### src/design/bal_pkg.sv
`default_nettype none
// ----------------------------------------------------------------------------
// Bounded array list package
// Shared widths, defaults, request codes, status codes and sequencer states.
// ----------------------------------------------------------------------------
package bal_pkg;

   localparam int DEPTH_DEFAULT         = 16;
   localparam int ELEMENT_WIDTH_DEFAULT = 32;

   localparam int REQ_TYPE_W = 2;
   localparam int INDEX_W    = 4;
   localparam int VALUE_W    = 32;
   localparam int STATUS_W   = 2;
   localparam int COUNT_W    = 5;
   localparam int CAP_W      = 5;

   localparam logic [CAP_W-1:0] CAP_RESET = 5'd16;

   typedef enum logic [REQ_TYPE_W-1:0] {
      OP_APPEND = 2'd0,
      OP_SET    = 2'd1,
      OP_GET    = 2'd2,
      OP_REMOVE = 2'd3
   } op_type;

   typedef enum logic [STATUS_W-1:0] {
      STAT_OK    = 2'd0,
      STAT_FULL  = 2'd1,
      STAT_RANGE = 2'd2
   } status_type;

   typedef enum logic [3:0] {
      ST_IDLE  = 4'b0001,
      ST_GET   = 4'b0010,
      ST_SHIFT = 4'b0100,
      ST_DONE  = 4'b1000
   } state_type;

endpackage
`default_nettype wire

### src/design/bal_chan_if.sv
`default_nettype none
// ----------------------------------------------------------------------------
// Bounded array list channels
// Valid/ready request and response channels with their payloads.
// ----------------------------------------------------------------------------
interface bal_req_if import bal_pkg::*; ();
   logic                  valid;
   logic                  ready;
   logic [REQ_TYPE_W-1:0] req_type;
   logic [INDEX_W-1:0]    index;
   logic [VALUE_W-1:0]    value;

   modport source (output valid, req_type, index, value, input ready);
   modport sink   (input valid, req_type, index, value, output ready);
endinterface

interface bal_rsp_if import bal_pkg::*; ();
   logic                valid;
   logic                ready;
   logic [VALUE_W-1:0]  read_value;
   logic [STATUS_W-1:0] status;
   logic [COUNT_W-1:0]  count;

   modport source (output valid, read_value, status, count, input ready);
   modport sink   (input valid, read_value, status, count, output ready);
endinterface
`default_nettype wire

### src/design/bal_mem.sv
`default_nettype none
// ----------------------------------------------------------------------------
// Bounded array list element store
// One write port and one read port with registered read data.
// ----------------------------------------------------------------------------
module bal_mem import bal_pkg::*; #(
   parameter int DEPTH         = DEPTH_DEFAULT,
   parameter int ELEMENT_WIDTH = ELEMENT_WIDTH_DEFAULT,
   localparam int ADDR_W       = (DEPTH > 1) ? $clog2(DEPTH) : 1
) (
   input  wire logic                     clock,
   input  wire logic                     wr_en,
   input  wire logic [ADDR_W-1:0]        wr_addr,
   input  wire logic [ELEMENT_WIDTH-1:0] wr_data,
   input  wire logic [ADDR_W-1:0]        rd_addr,
   output      logic [ELEMENT_WIDTH-1:0] rd_data
);

   logic [ELEMENT_WIDTH-1:0] mem_ff [DEPTH];
   logic [ELEMENT_WIDTH-1:0] rd_data_ff;

   always_ff @(posedge clock) begin
      if (wr_en) begin
         mem_ff[wr_addr] <= wr_data;
      end
      rd_data_ff <= mem_ff[rd_addr];
   end

   assign rd_data = rd_data_ff;

endmodule
`default_nettype wire

### src/design/bounded_array_list.sv
`default_nettype none
// ----------------------------------------------------------------------------
// Bounded array list
// Dense list of up to DEPTH elements with append, set, get and remove.
// ----------------------------------------------------------------------------
// Usage:
//   req_chan carries one request (req_type, index, value) under valid/ready.
//   rsp_chan returns exactly one response per request, in order: read_value
//   (element for a good get, zero otherwise), status and the new count.
//   csr_we/csr_wdata write the capacity limit; write only while idle.
// Timing:
//   The element store has one write and one read port; a sequencer drives
//   both. Append, set and any failed request go from idle straight to the
//   done state, get passes through a read state first; the done state loads
//   the output register. Remove moves one element per cycle through the store.
//   The next request is taken once the sequencer is back in idle, which it
//   enters as the response is loaded: one request at a time, no overlap.
// Reset:
//   Clears the count to zero, sets the capacity limit to 16, drops any
//   pending response. Element contents are not cleared.
// Stall:
//   A finished result waits in the sequencer while the output register is
//   still held by the receiver; no further request is taken meanwhile.
// ----------------------------------------------------------------------------
module bounded_array_list import bal_pkg::*; #(
   parameter int DEPTH         = DEPTH_DEFAULT,
   parameter int ELEMENT_WIDTH = ELEMENT_WIDTH_DEFAULT
) (
   input  wire logic             clock,
   input  wire logic             reset,
   bal_req_if.sink               req_chan,
   bal_rsp_if.source             rsp_chan,
   input  wire logic             csr_we,
   input  wire logic [CAP_W-1:0] csr_wdata
);

   localparam int ADDR_W  = (DEPTH > 1) ? $clog2(DEPTH) : 1;
   localparam int LEN_W   = $clog2(DEPTH + 1);
   // common width for index and length compares
   localparam int CMP_W   = (LEN_W > INDEX_W) ? LEN_W : INDEX_W;
   // common width for capacity compares
   localparam int CAPC_W  = (LEN_W > CAP_W) ? LEN_W : CAP_W;
   localparam int PTR_C_W = LEN_W + 1;

   // Sequencer and working registers
   state_type             state_ff, state_in;
   logic [LEN_W-1:0]      length_ff, length_in;
   logic [CAP_W-1:0]      cap_ff, cap_in;
   logic [ADDR_W-1:0]     ptr_ff, ptr_in;
   logic [VALUE_W-1:0]    rd_ff, rd_in;
   status_type            status_ff, status_in;

   // Output register
   logic                  rsp_valid_ff, rsp_valid_in;
   logic [VALUE_W-1:0]    rsp_value_ff, rsp_value_in;
   logic [STATUS_W-1:0]   rsp_status_ff, rsp_status_in;
   logic [COUNT_W-1:0]    rsp_count_ff, rsp_count_in;

   // Element store ports
   logic                     mem_we;
   logic [ADDR_W-1:0]        mem_waddr;
   logic [ELEMENT_WIDTH-1:0] mem_wdata;
   logic [ADDR_W-1:0]        mem_raddr;
   logic [ELEMENT_WIDTH-1:0] mem_rdata;

   // Decode
   logic                  accept;
   logic                  rsp_free;
   op_type                op;
   logic [CMP_W-1:0]      idx_cmp;
   logic [CMP_W-1:0]      len_cmp;
   logic [ADDR_W-1:0]     idx_addr;
   logic [CAPC_W-1:0]     cap_eff;
   logic                  list_full;
   logic                  in_range;
   logic [PTR_C_W-1:0]    ptr_next2;
   logic [PTR_C_W-1:0]    idx_next1;

   bal_mem #(
      .DEPTH         (DEPTH),
      .ELEMENT_WIDTH (ELEMENT_WIDTH)
   ) u_mem (
      .clock   (clock),
      .wr_en   (mem_we),
      .wr_addr (mem_waddr),
      .wr_data (mem_wdata),
      .rd_addr (mem_raddr),
      .rd_data (mem_rdata)
   );

   assign req_chan.ready = (state_ff == ST_IDLE);
   assign accept         = req_chan.valid && req_chan.ready;
   assign rsp_free       = !rsp_valid_ff || rsp_chan.ready;

   assign op        = op_type'(req_chan.req_type);
   assign idx_cmp   = CMP_W'(req_chan.index);
   assign len_cmp   = CMP_W'(length_ff);
   assign in_range  = idx_cmp < len_cmp;
   assign idx_addr  = idx_cmp[ADDR_W-1:0];
   // saturate the limit at the store depth
   assign cap_eff   = (CAPC_W'(cap_ff) > CAPC_W'(DEPTH)) ? CAPC_W'(DEPTH) : CAPC_W'(cap_ff);
   assign list_full = CAPC_W'(length_ff) >= cap_eff;
   assign idx_next1 = PTR_C_W'(idx_cmp[ADDR_W-1:0]) + PTR_C_W'(1);
   assign ptr_next2 = PTR_C_W'(ptr_ff) + PTR_C_W'(2);

   always_comb begin
      state_in      = state_ff;
      length_in     = length_ff;
      cap_in        = csr_we ? csr_wdata : cap_ff;
      ptr_in        = ptr_ff;
      rd_in         = rd_ff;
      status_in     = status_ff;
      rsp_valid_in  = rsp_valid_ff && !rsp_chan.ready;
      rsp_value_in  = rsp_value_ff;
      rsp_status_in = rsp_status_ff;
      rsp_count_in  = rsp_count_ff;
      mem_we        = 1'b0;
      mem_waddr     = idx_addr;
      mem_wdata     = ELEMENT_WIDTH'(req_chan.value);
      mem_raddr     = idx_addr;

      case (state_ff)
         ST_IDLE: begin
            if (accept) begin
               rd_in     = '0;
               status_in = STAT_OK;
               state_in  = ST_DONE;
               if (op == OP_APPEND) begin
                  if (list_full) begin
                     status_in = STAT_FULL;
                  end else begin
                     mem_we    = 1'b1;
                     mem_waddr = length_ff[ADDR_W-1:0];
                     length_in = LEN_W'(length_ff + 1'b1);
                  end
               end else if (!in_range) begin
                  status_in = STAT_RANGE;
               end else if (op == OP_SET) begin
                  mem_we = 1'b1;
               end else if (op == OP_GET) begin
                  state_in = ST_GET;
               end else begin
                  // remove: walk later elements down one place at a time
                  ptr_in = idx_addr;
                  if (idx_next1 < PTR_C_W'(length_ff)) begin
                     mem_raddr = ADDR_W'(idx_next1);
                     state_in  = ST_SHIFT;
                  end else begin
                     length_in = LEN_W'(length_ff - 1'b1);
                  end
               end
            end
         end

         ST_GET: begin
            rd_in    = VALUE_W'(mem_rdata);
            state_in = ST_DONE;
         end

         ST_SHIFT: begin
            // mem_rdata holds element ptr+1; drop it into ptr
            mem_we    = 1'b1;
            mem_waddr = ptr_ff;
            mem_wdata = mem_rdata;
            ptr_in    = ADDR_W'(PTR_C_W'(ptr_ff) + PTR_C_W'(1));
            if (ptr_next2 < PTR_C_W'(length_ff)) begin
               mem_raddr = ADDR_W'(ptr_next2);
            end else begin
               length_in = LEN_W'(length_ff - 1'b1);
               state_in  = ST_DONE;
            end
         end

         ST_DONE: begin
            // hold the result until the output register frees up
            if (rsp_free) begin
               rsp_valid_in  = 1'b1;
               rsp_value_in  = rd_ff;
               rsp_status_in = status_ff;
               rsp_count_in  = COUNT_W'(length_ff);
               state_in      = ST_IDLE;
            end
         end

         default: begin
            state_in = ST_IDLE;
         end
      endcase
   end

   always_ff @(posedge clock) begin
      if (reset) begin
         state_ff     <= ST_IDLE;
         length_ff    <= '0;
         cap_ff       <= CAP_RESET;
         rsp_valid_ff <= 1'b0;
      end else begin
         state_ff     <= state_in;
         length_ff    <= length_in;
         cap_ff       <= cap_in;
         rsp_valid_ff <= rsp_valid_in;
      end
   end

   always_ff @(posedge clock) begin
      ptr_ff        <= ptr_in;
      rd_ff         <= rd_in;
      status_ff     <= status_in;
      rsp_value_ff  <= rsp_value_in;
      rsp_status_ff <= rsp_status_in;
      rsp_count_ff  <= rsp_count_in;
   end

   assign rsp_chan.valid      = rsp_valid_ff;
   assign rsp_chan.read_value = rsp_value_ff;
   assign rsp_chan.status     = rsp_status_ff;
   assign rsp_chan.count      = rsp_count_ff;

endmodule
`default_nettype wire

### src/flat_wrapper.sv
// flat-port wrapper written by rule: the top's interface ports become plain ports
module bounded_array_list_flat import bal_pkg::*;
#(
   parameter int DEPTH         = DEPTH_DEFAULT,
   parameter int ELEMENT_WIDTH = ELEMENT_WIDTH_DEFAULT
)
  (clock, reset, csr_we, csr_wdata, req_chan_valid, req_chan_req_type, req_chan_index, req_chan_value, req_chan_ready, rsp_chan_valid, rsp_chan_read_value, rsp_chan_status, rsp_chan_count, rsp_chan_ready);
  bal_req_if req_chan_i ();
  bal_rsp_if rsp_chan_i ();
  input  wire logic clock;
  input  wire logic reset;
  input  wire logic csr_we;
  input  wire logic [CAP_W-1:0] csr_wdata;
  input wire logic [$bits(req_chan_i.valid)-1:0] req_chan_valid;
  input wire logic [$bits(req_chan_i.req_type)-1:0] req_chan_req_type;
  input wire logic [$bits(req_chan_i.index)-1:0] req_chan_index;
  input wire logic [$bits(req_chan_i.value)-1:0] req_chan_value;
  output wire logic [$bits(req_chan_i.ready)-1:0] req_chan_ready;
  output wire logic [$bits(rsp_chan_i.valid)-1:0] rsp_chan_valid;
  output wire logic [$bits(rsp_chan_i.read_value)-1:0] rsp_chan_read_value;
  output wire logic [$bits(rsp_chan_i.status)-1:0] rsp_chan_status;
  output wire logic [$bits(rsp_chan_i.count)-1:0] rsp_chan_count;
  input wire logic [$bits(rsp_chan_i.ready)-1:0] rsp_chan_ready;
  assign req_chan_i.valid = req_chan_valid;
  assign req_chan_i.req_type = req_chan_req_type;
  assign req_chan_i.index = req_chan_index;
  assign req_chan_i.value = req_chan_value;
  assign req_chan_ready = req_chan_i.ready;
  assign rsp_chan_valid = rsp_chan_i.valid;
  assign rsp_chan_read_value = rsp_chan_i.read_value;
  assign rsp_chan_status = rsp_chan_i.status;
  assign rsp_chan_count = rsp_chan_i.count;
  assign rsp_chan_i.ready = rsp_chan_ready;
  bounded_array_list #(.DEPTH(DEPTH), .ELEMENT_WIDTH(ELEMENT_WIDTH)) u_core (.clock(clock), .reset(reset), .req_chan(req_chan_i), .rsp_chan(rsp_chan_i), .csr_we(csr_we), .csr_wdata(csr_wdata));
endmodule
### config.mk
export PLATFORM = sky130hd
export DESIGN_NAME = bounded_array_list_flat
export DESIGN_NICKNAME = d
export VERILOG_FILES = /design/src/design/bal_pkg.sv /design/src/design/bal_chan_if.sv /design/src/design/bal_mem.sv /design/src/design/bounded_array_list.sv /design/src/flat_wrapper.sv
export SDC_FILE = /design/constraint.sdc
export NUM_CORES = 1
export LEC_CHECK = 0
export ABC_AREA = 1
export BUFFER_PORTS_ARGS = -buffer_cell sky130_fd_sc_hd__buf_2
export CAP_MARGIN = 20
export CORE_MARGIN = 4
export CORE_UTILIZATION = 30
export DETAILED_ROUTE_END_ITERATION = 7
export GPL_TIMING_DRIVEN = 1
export PLACE_DENSITY_LB_ADDON = 0.2
export SLEW_MARGIN = 30
export SYNTH_ARGS = -nofsm -noshare
export SYNTH_HDL_FRONTEND = slang
export SYNTH_SLANG_ARGS = --single-unit
### constraint.sdc
create_clock -name clock -period 4.9 [get_ports clock]
set_clock_uncertainty 0.15 [all_clocks]
set_input_delay 0.98 -clock clock [delete_from_list [all_inputs] [get_ports clock]]
set_output_delay 0.98 -clock clock [all_outputs]
set_load 0.02 [all_outputs]
Word level (Yosys, flattened, before mapping)
Memories as Yosys holds them, arrays and structs flattened. A register that Yosys moved wholly into a read port is not among the register bits.
Index checks and enable logic that the tools add are counted.

storage, ports and cells
  memories kept = 1
  logic and storage cells = 106
  RAM bits = 512
  output and inout bits = 41
  register bits after elaboration = 92

cells by class
  reductions and logical operators = 14
  add/sub/neg operators = 5
  equality and inequality tests = 18
  $lt $le $gt $ge = 5
  mux-type cells = 53

memory list
  memory               depth  width  read ports  clocked after memory_dff  write ports  RTL line       text
  u_core.u_mem.mem_ff  16     32     1           1                         1            bal_mem.sv:19  logic [ELEMENT_WIDTH-1:0] mem_ff [DEPTH];

operators with widths
  cell                 count
  $mux 4               23
  $mux 32              2
  $pmux 32 s2          1
  $mux 5               9
  $pmux 4 s2           3
  $pmux 4 s4           1
  $ne 3x3->1 const B   5
  $lt 6x5->1           2
  $ne 2x2->1 const B   6
  $mux 1               10
  $pmux 5 s2           1
  $reduce_and 8->1     1
  $reduce_and 2->1     3
  $reduce_and 6->1     1
  $add 4x1->5 const B  1
  $add 4x2->5 const B  1
  $add 5x1->5 const B  1
  $ge 5x5->1           1
  $gt 5x5->1 const B   1
  $lt 4x5->1           1
  $sub 5x1->5 const B  1
  $add 4x1->4 const B  1
  $eq 4x1->1 const B   1
  $eq 4x2->1 const B   1
  other kinds (13)     17

Depth between registers and ports, before layout
  depth in word-level cells = 9
  depth in mapped cells = 23
  gate-level depth less buffers = 21

By module
A second synthesis with hierarchy kept.

unflattened totals
  cell total of the unflattened synthesis = 2624
  area total of the unflattened synthesis = 27496.4 um2

by module, submodules not included
  module              cells each  sequential area each (um2)  times used  area an instance (um2)
  bal_mem             2120        16015.4                     1           22730.6
  bounded_array_list  504         2612.5                      1           4765.8

Worst setup path before layout
No wires, ideal clock.

  kind = reg2reg
  start = register u_core.cap_ff[0]
  end = memory u_core.u_mem.mem_ff[4][0] (netlist name), enable pin
  arrival = 3.718 ns
  period minus slack after synthesis = 4.290 ns
  setup slack = 0.610 ns
  path buffers = 0
  required time = 4.329 ns
  cell stages (with the launch flop) = 15
  cells stage by stage = dfxtp_1 -> o41ai_1 -> nand2_1 -> ha_1 -> nand2_1 -> inv_1 -> o21ai_0 -> nand3_1 -> nor2_1 -> nand3_1 -> a21oi_1 -> o21ai_0 -> a21oi_1 -> nand3_1 -> nor2_1

between the ends
  cells in the longest elaborated chain, start to end = 9
  elaborated cells on any way between the ends = 13

ends and longest elaborated chain
  element                       RTL line                   text
  start, declared               bounded_array_list.sv:48   logic [CAP_W-1:0] cap_ff, cap_in;
  start signal, assigned        bounded_array_list.sv:200  cap_ff <= cap_in;
  $gt 5x5->1                    bounded_array_list.sv:101  assign cap_eff = (CAPC_W'(cap_ff) > CAPC_W'(DEPTH)) ? CAPC_W'(DEPTH) : CAPC_W'(cap_ff);
  $mux 5 (*)                    bounded_array_list.sv:101
  $ge 5x5->1 (*)                bounded_array_list.sv:102  assign list_full = CAPC_W'(length_ff) >= cap_eff;
  $mux 1                        bounded_array_list.sv:129  if (list_full) begin
  $mux 1                        bounded_array_list.sv:128  if (op == OP_APPEND) begin
  $mux 1                        bounded_array_list.sv:124  if (accept) begin
  $pmux 1 s2                    bounded_array_list.sv:122  case (state_ff)
  $mux 1                        bal_mem.sv:23              if (wr_en) begin
  $mux 1 (not written as such)  bal_mem.sv:24              mem_ff[wr_addr] <= wr_data;
  end, declared                 bal_mem.sv:19

Mark *: on every way between the ends. The rest lies on a longest branch, timed or not.

Final worst setup path
  start = register u_core.cap_ff[1]
  end = memory u_core.u_mem.mem_ff[4][15] (netlist name), enable pin

The elaborated chain is that of the path after synthesis.

==> run_results.csv <==
group,metric,value,unit
timing,setup_viol,0,
finish,area_growth,17.1,%
global_routing,antenna_found_initial,0,
global_routing,grt_pass1_vias,18500,
routing,vias,18700,
run_status,status,"finished, final reports clean",
placed_design,pre_cts_ws,0.526,ns
routing,wl_met2,36500,um
routing,drt_iter0_drc,1264,
setup_path,end_kind,"register",
power_and_ir_drop,powerDensity,480,nW/um^2
power_and_ir_drop,ir_worst_vdd,414,uV
synthesis,synthDistinctLibCells,35,
clock_tree,cts.hold.buffers_added,0,
synthesis,ys_ff_latch,636,
setup_path,timing.rr.start,"u_core.cap_ff[1]",
clock_tree,tritoncts,"built",
floorplanning,fp.dieW,310,um
routing,vias_per_cell,4.77,
setup_path,cp_max_fo,17,
floorplanning,start_util,30.3,%
power_and_ir_drop,power.leakage,13.0,nW
synthesis,synth_top_area_share,64.8,%
setup_path,cp_cell_sequence,"o41ai_1, nand2_1, ha_1, nand2_1, inv_1, o21ai_0, nand3_1, nor2_1, nand3_1, a21oi_1, o21ai_0, a21oi_1, nand3_1, nor2_4, buf_12",
floorplanning,io_pins,89,
synthesis,synth_top_area_cell,"edfxtp_1",
setup_path,r2r_setup_slack,0.59,ns
clock_tree,clk_latency,0.60,ns
routing,drt-met1-wl,33300,um
clock_tree,cts.path.max_buffers,3,
finish,antennaDiodeCount,0,
synthesis,ys.flop_type,"edfxtp_1",
global_routing,grt_pass1_wl,114000,um
power_and_ir_drop,total_power,15.3,mW
routing,ant_nets,0,
global_routing,grt_overflow_total,0,
synthesis,syn_inst,2583,
floorplanning,dieArea,95800,sq um
floorplanning,num_rows,110,
setup_path,cp.arrival,4.45,ns
synthesis,yosysMostFrequentCell,"nand2_1",
run,max_cap_violations,0,
floorplanning,core_area,90100,sq um
placed_design,hpwl,38800,um
timing,max_slew_margin,40.2,%
clock_tree,cts-resized-gates,0,
setup_path,critPathSlowestCell,"nor2_4",
routing,drt-total-wl,75400,um
synthesis,ys_warn_count,0,
finish,drive_gt1_share,11.6,%
routing,met3WireLength,3680,um
global_routing,track_usage,15.6,%
worst_hold_path,holdPathEnd,"u_core.rsp_chan.read_value[1]",
setup_path,crit_type,"register to register",
synthesis,syn_nets,2652,
setup_path,crit_top_cell,"nand3_1",
timing,fin_crit_sh,87.9,%
timing,min_period,4.31,ns
routing,avgRoutedWirePerCell,19.3,um
setup_path,cp.required,5.04,ns
synthesis,synthTopCellsByArea,"edfxtp_1 65%, nand3_1 11%, nand2_1 8.7%, inv_1 4.7%, dfxtp_1 3.4%",
finish,postLayoutCoreUtil,35.4,%
worst_hold_path,hold_class,"register to register",
clock_tree,cts_root_buffer,"clkbuf_16",
synthesis,seq_area_frac_synth,68.3,%
timing,hold_viol_final,0,
worst_hold_path,whs_path_depth,0,
placed_design,place.gp.congestion,0.774,
clock_tree,clkTransAtPathRegs,0.06,ns
setup_path,startpoint_type,"register",
timing,finalSetupTns,0,ns
timing,worst_slew_pin_slew,0.894,ns
setup_path,critPathMaxStageDelay,0.53,ns
timing,final.setup.worst_slack,0.591,ns
timing,max_freq,232,MHz
worst_hold_path,hold_start,"u_core.rd_ff[1]",
synthesis,async_flop_share,0,%
clock_tree,htreeDepth,3,
timing,rsz0062_at_grt,"false",
routing,drc,0,
clock_tree,cts_sinks,636,
clock_tree,post-cts-setup-buffers,0,
setup_path,ff2ff_path_depth,15,
routing,drt_pass1_iterations,5,
setup_path,timing.rr.end,"u_core.u_mem.mem_ff[4][15]",
finish,finish.net_count,2752,
placed_design,io_buffers,88,
synthesis,syn_area,27300,sq um
clock_tree,cts_buffers,69,
synthesis,syn_area_per_cell,10.6,sq um
synthesis,synthTopCellsByCount,"634 x nand2_1, 597 x nand3_1, 589 x edfxtp_1, 338 x inv_1, 82 x buf_2",
timing,drv_slew,0,
synthesis,synth_edf_count,589,
global_routing,grt_max_degree,153,
routing,routed.top_layer,"met4",
floorplanning,die_h,310,um
==> layout make-up <==
type,instances,area [sq um]
clock buffers,98,1980
repair buffers,173,1450
well taps,1176,1470
multi-input cells,1455,6840
flip-flops and latches,636,18600
fillers,8841,58200
inverters,348,1310
clock inverters,29,259
==> per-layer routing <==
layer  vias up  GRT usage (%)
li1       8893              -
met1      9169           20.6
met2       493           26.7
met3       118           1.83
met4         0           5.35
met5         -              0
==> power breakdown <==
group	leakage [nW]	internal (mW)	switching, mW
clock network	1.10	3.04	2.13
logic	6.17	1.12	2.71
registers	5.72	6.24	0.0938
total	13.0	10.4	4.93
==> cell usage in the layout (no fill, tap or decap), types with 4 or more instances in the layout <==
cell       Yosys  routed
nand2_1      634     631
nand3_1      597     596
edfxtp_1     589     589
inv_1        338     337
buf_2         82      88
clkbuf_16      0      73
nor2_1        79      63
buf_4          8      55
o21ai_0       54      53
dfxtp_1       47      47
buf_12         0      30
a21oi_1       23      22
ha_1          21      21
clkbuf_1      47      19
nor2_4         2      18
clkinv_2       0      13
clkinv_1       1      10
nor3_1         9       9
inv_2          9       8
nand2_2        6       7
clkbuf_8       0       6
bufinv_16      0       4
==> per-stage QoR <==
stage	cell area, sq um	hold WS, ns	cells
detailed placement	29700	0.255	3788
floorplan	27300	0.250	2583
global placement	29700	0.252	3788
CTS	31900	0.269	3915
global route	31900	0.275	3915
finish	31900	0.268	3915
==> kinds of logic after synthesis <==
logic type | share of synthesized area [%]
AO/OA/AOI/OAI | 1.66
AND/OR/NAND/NOR | 21.6
flip-flops | 68.3
adder cells (fa/ha/maj) | 0.963
XOR/XNOR | 0.161
buffers and inverters | 7.34
==> flip-flops by register name, indices dropped and copies added, names as in the netlist <==
register and flops:
u_core.u_mem.mem_ff 512, u_core.rd_ff 32, u_core.rsp_chan.read_value 32, u_core.u_mem.rd_data 32, u_core.cap_ff 5, u_core.len_cmp 5, u_core.rsp_chan.count 5, u_core.ptr_ff 4
u_core.state_ff 4, u_core.rsp_chan.status 2, u_core.status_ff 2, u_core.rsp_chan.valid 1
==> worst max-delay path: cells and delay by family (launching register included) <==
kind,cells,cell delay (ns)
AND/OR/NAND/NOR,7,1.65
buffers and inverters,2,0.29
flip-flops,1,0.33
AO/OA/AOI/OAI,5,1.23
adder cells (fa/ha/maj),1,0.33
==> worst max path at each step <==
stage,startpoint,end,slack (ns)
floorplan,u_core.cap_ff[0],u_core.u_mem.mem_ff[4][0],0.61
global placement,u_core.cap_ff[1],u_core.u_mem.mem_ff[4][12],0.59
detailed placement,u_core.cap_ff[1],u_core.u_mem.mem_ff[4][12],0.53
CTS,u_core.cap_ff[1],u_core.u_mem.mem_ff[4][20],0.50
global route,u_core.cap_ff[0],u_core.u_mem.mem_ff[4][20],0.16
finish,u_core.cap_ff[1],u_core.u_mem.mem_ff[4][15],0.59
Note: power is estimated with default switching activity, not from simulation.
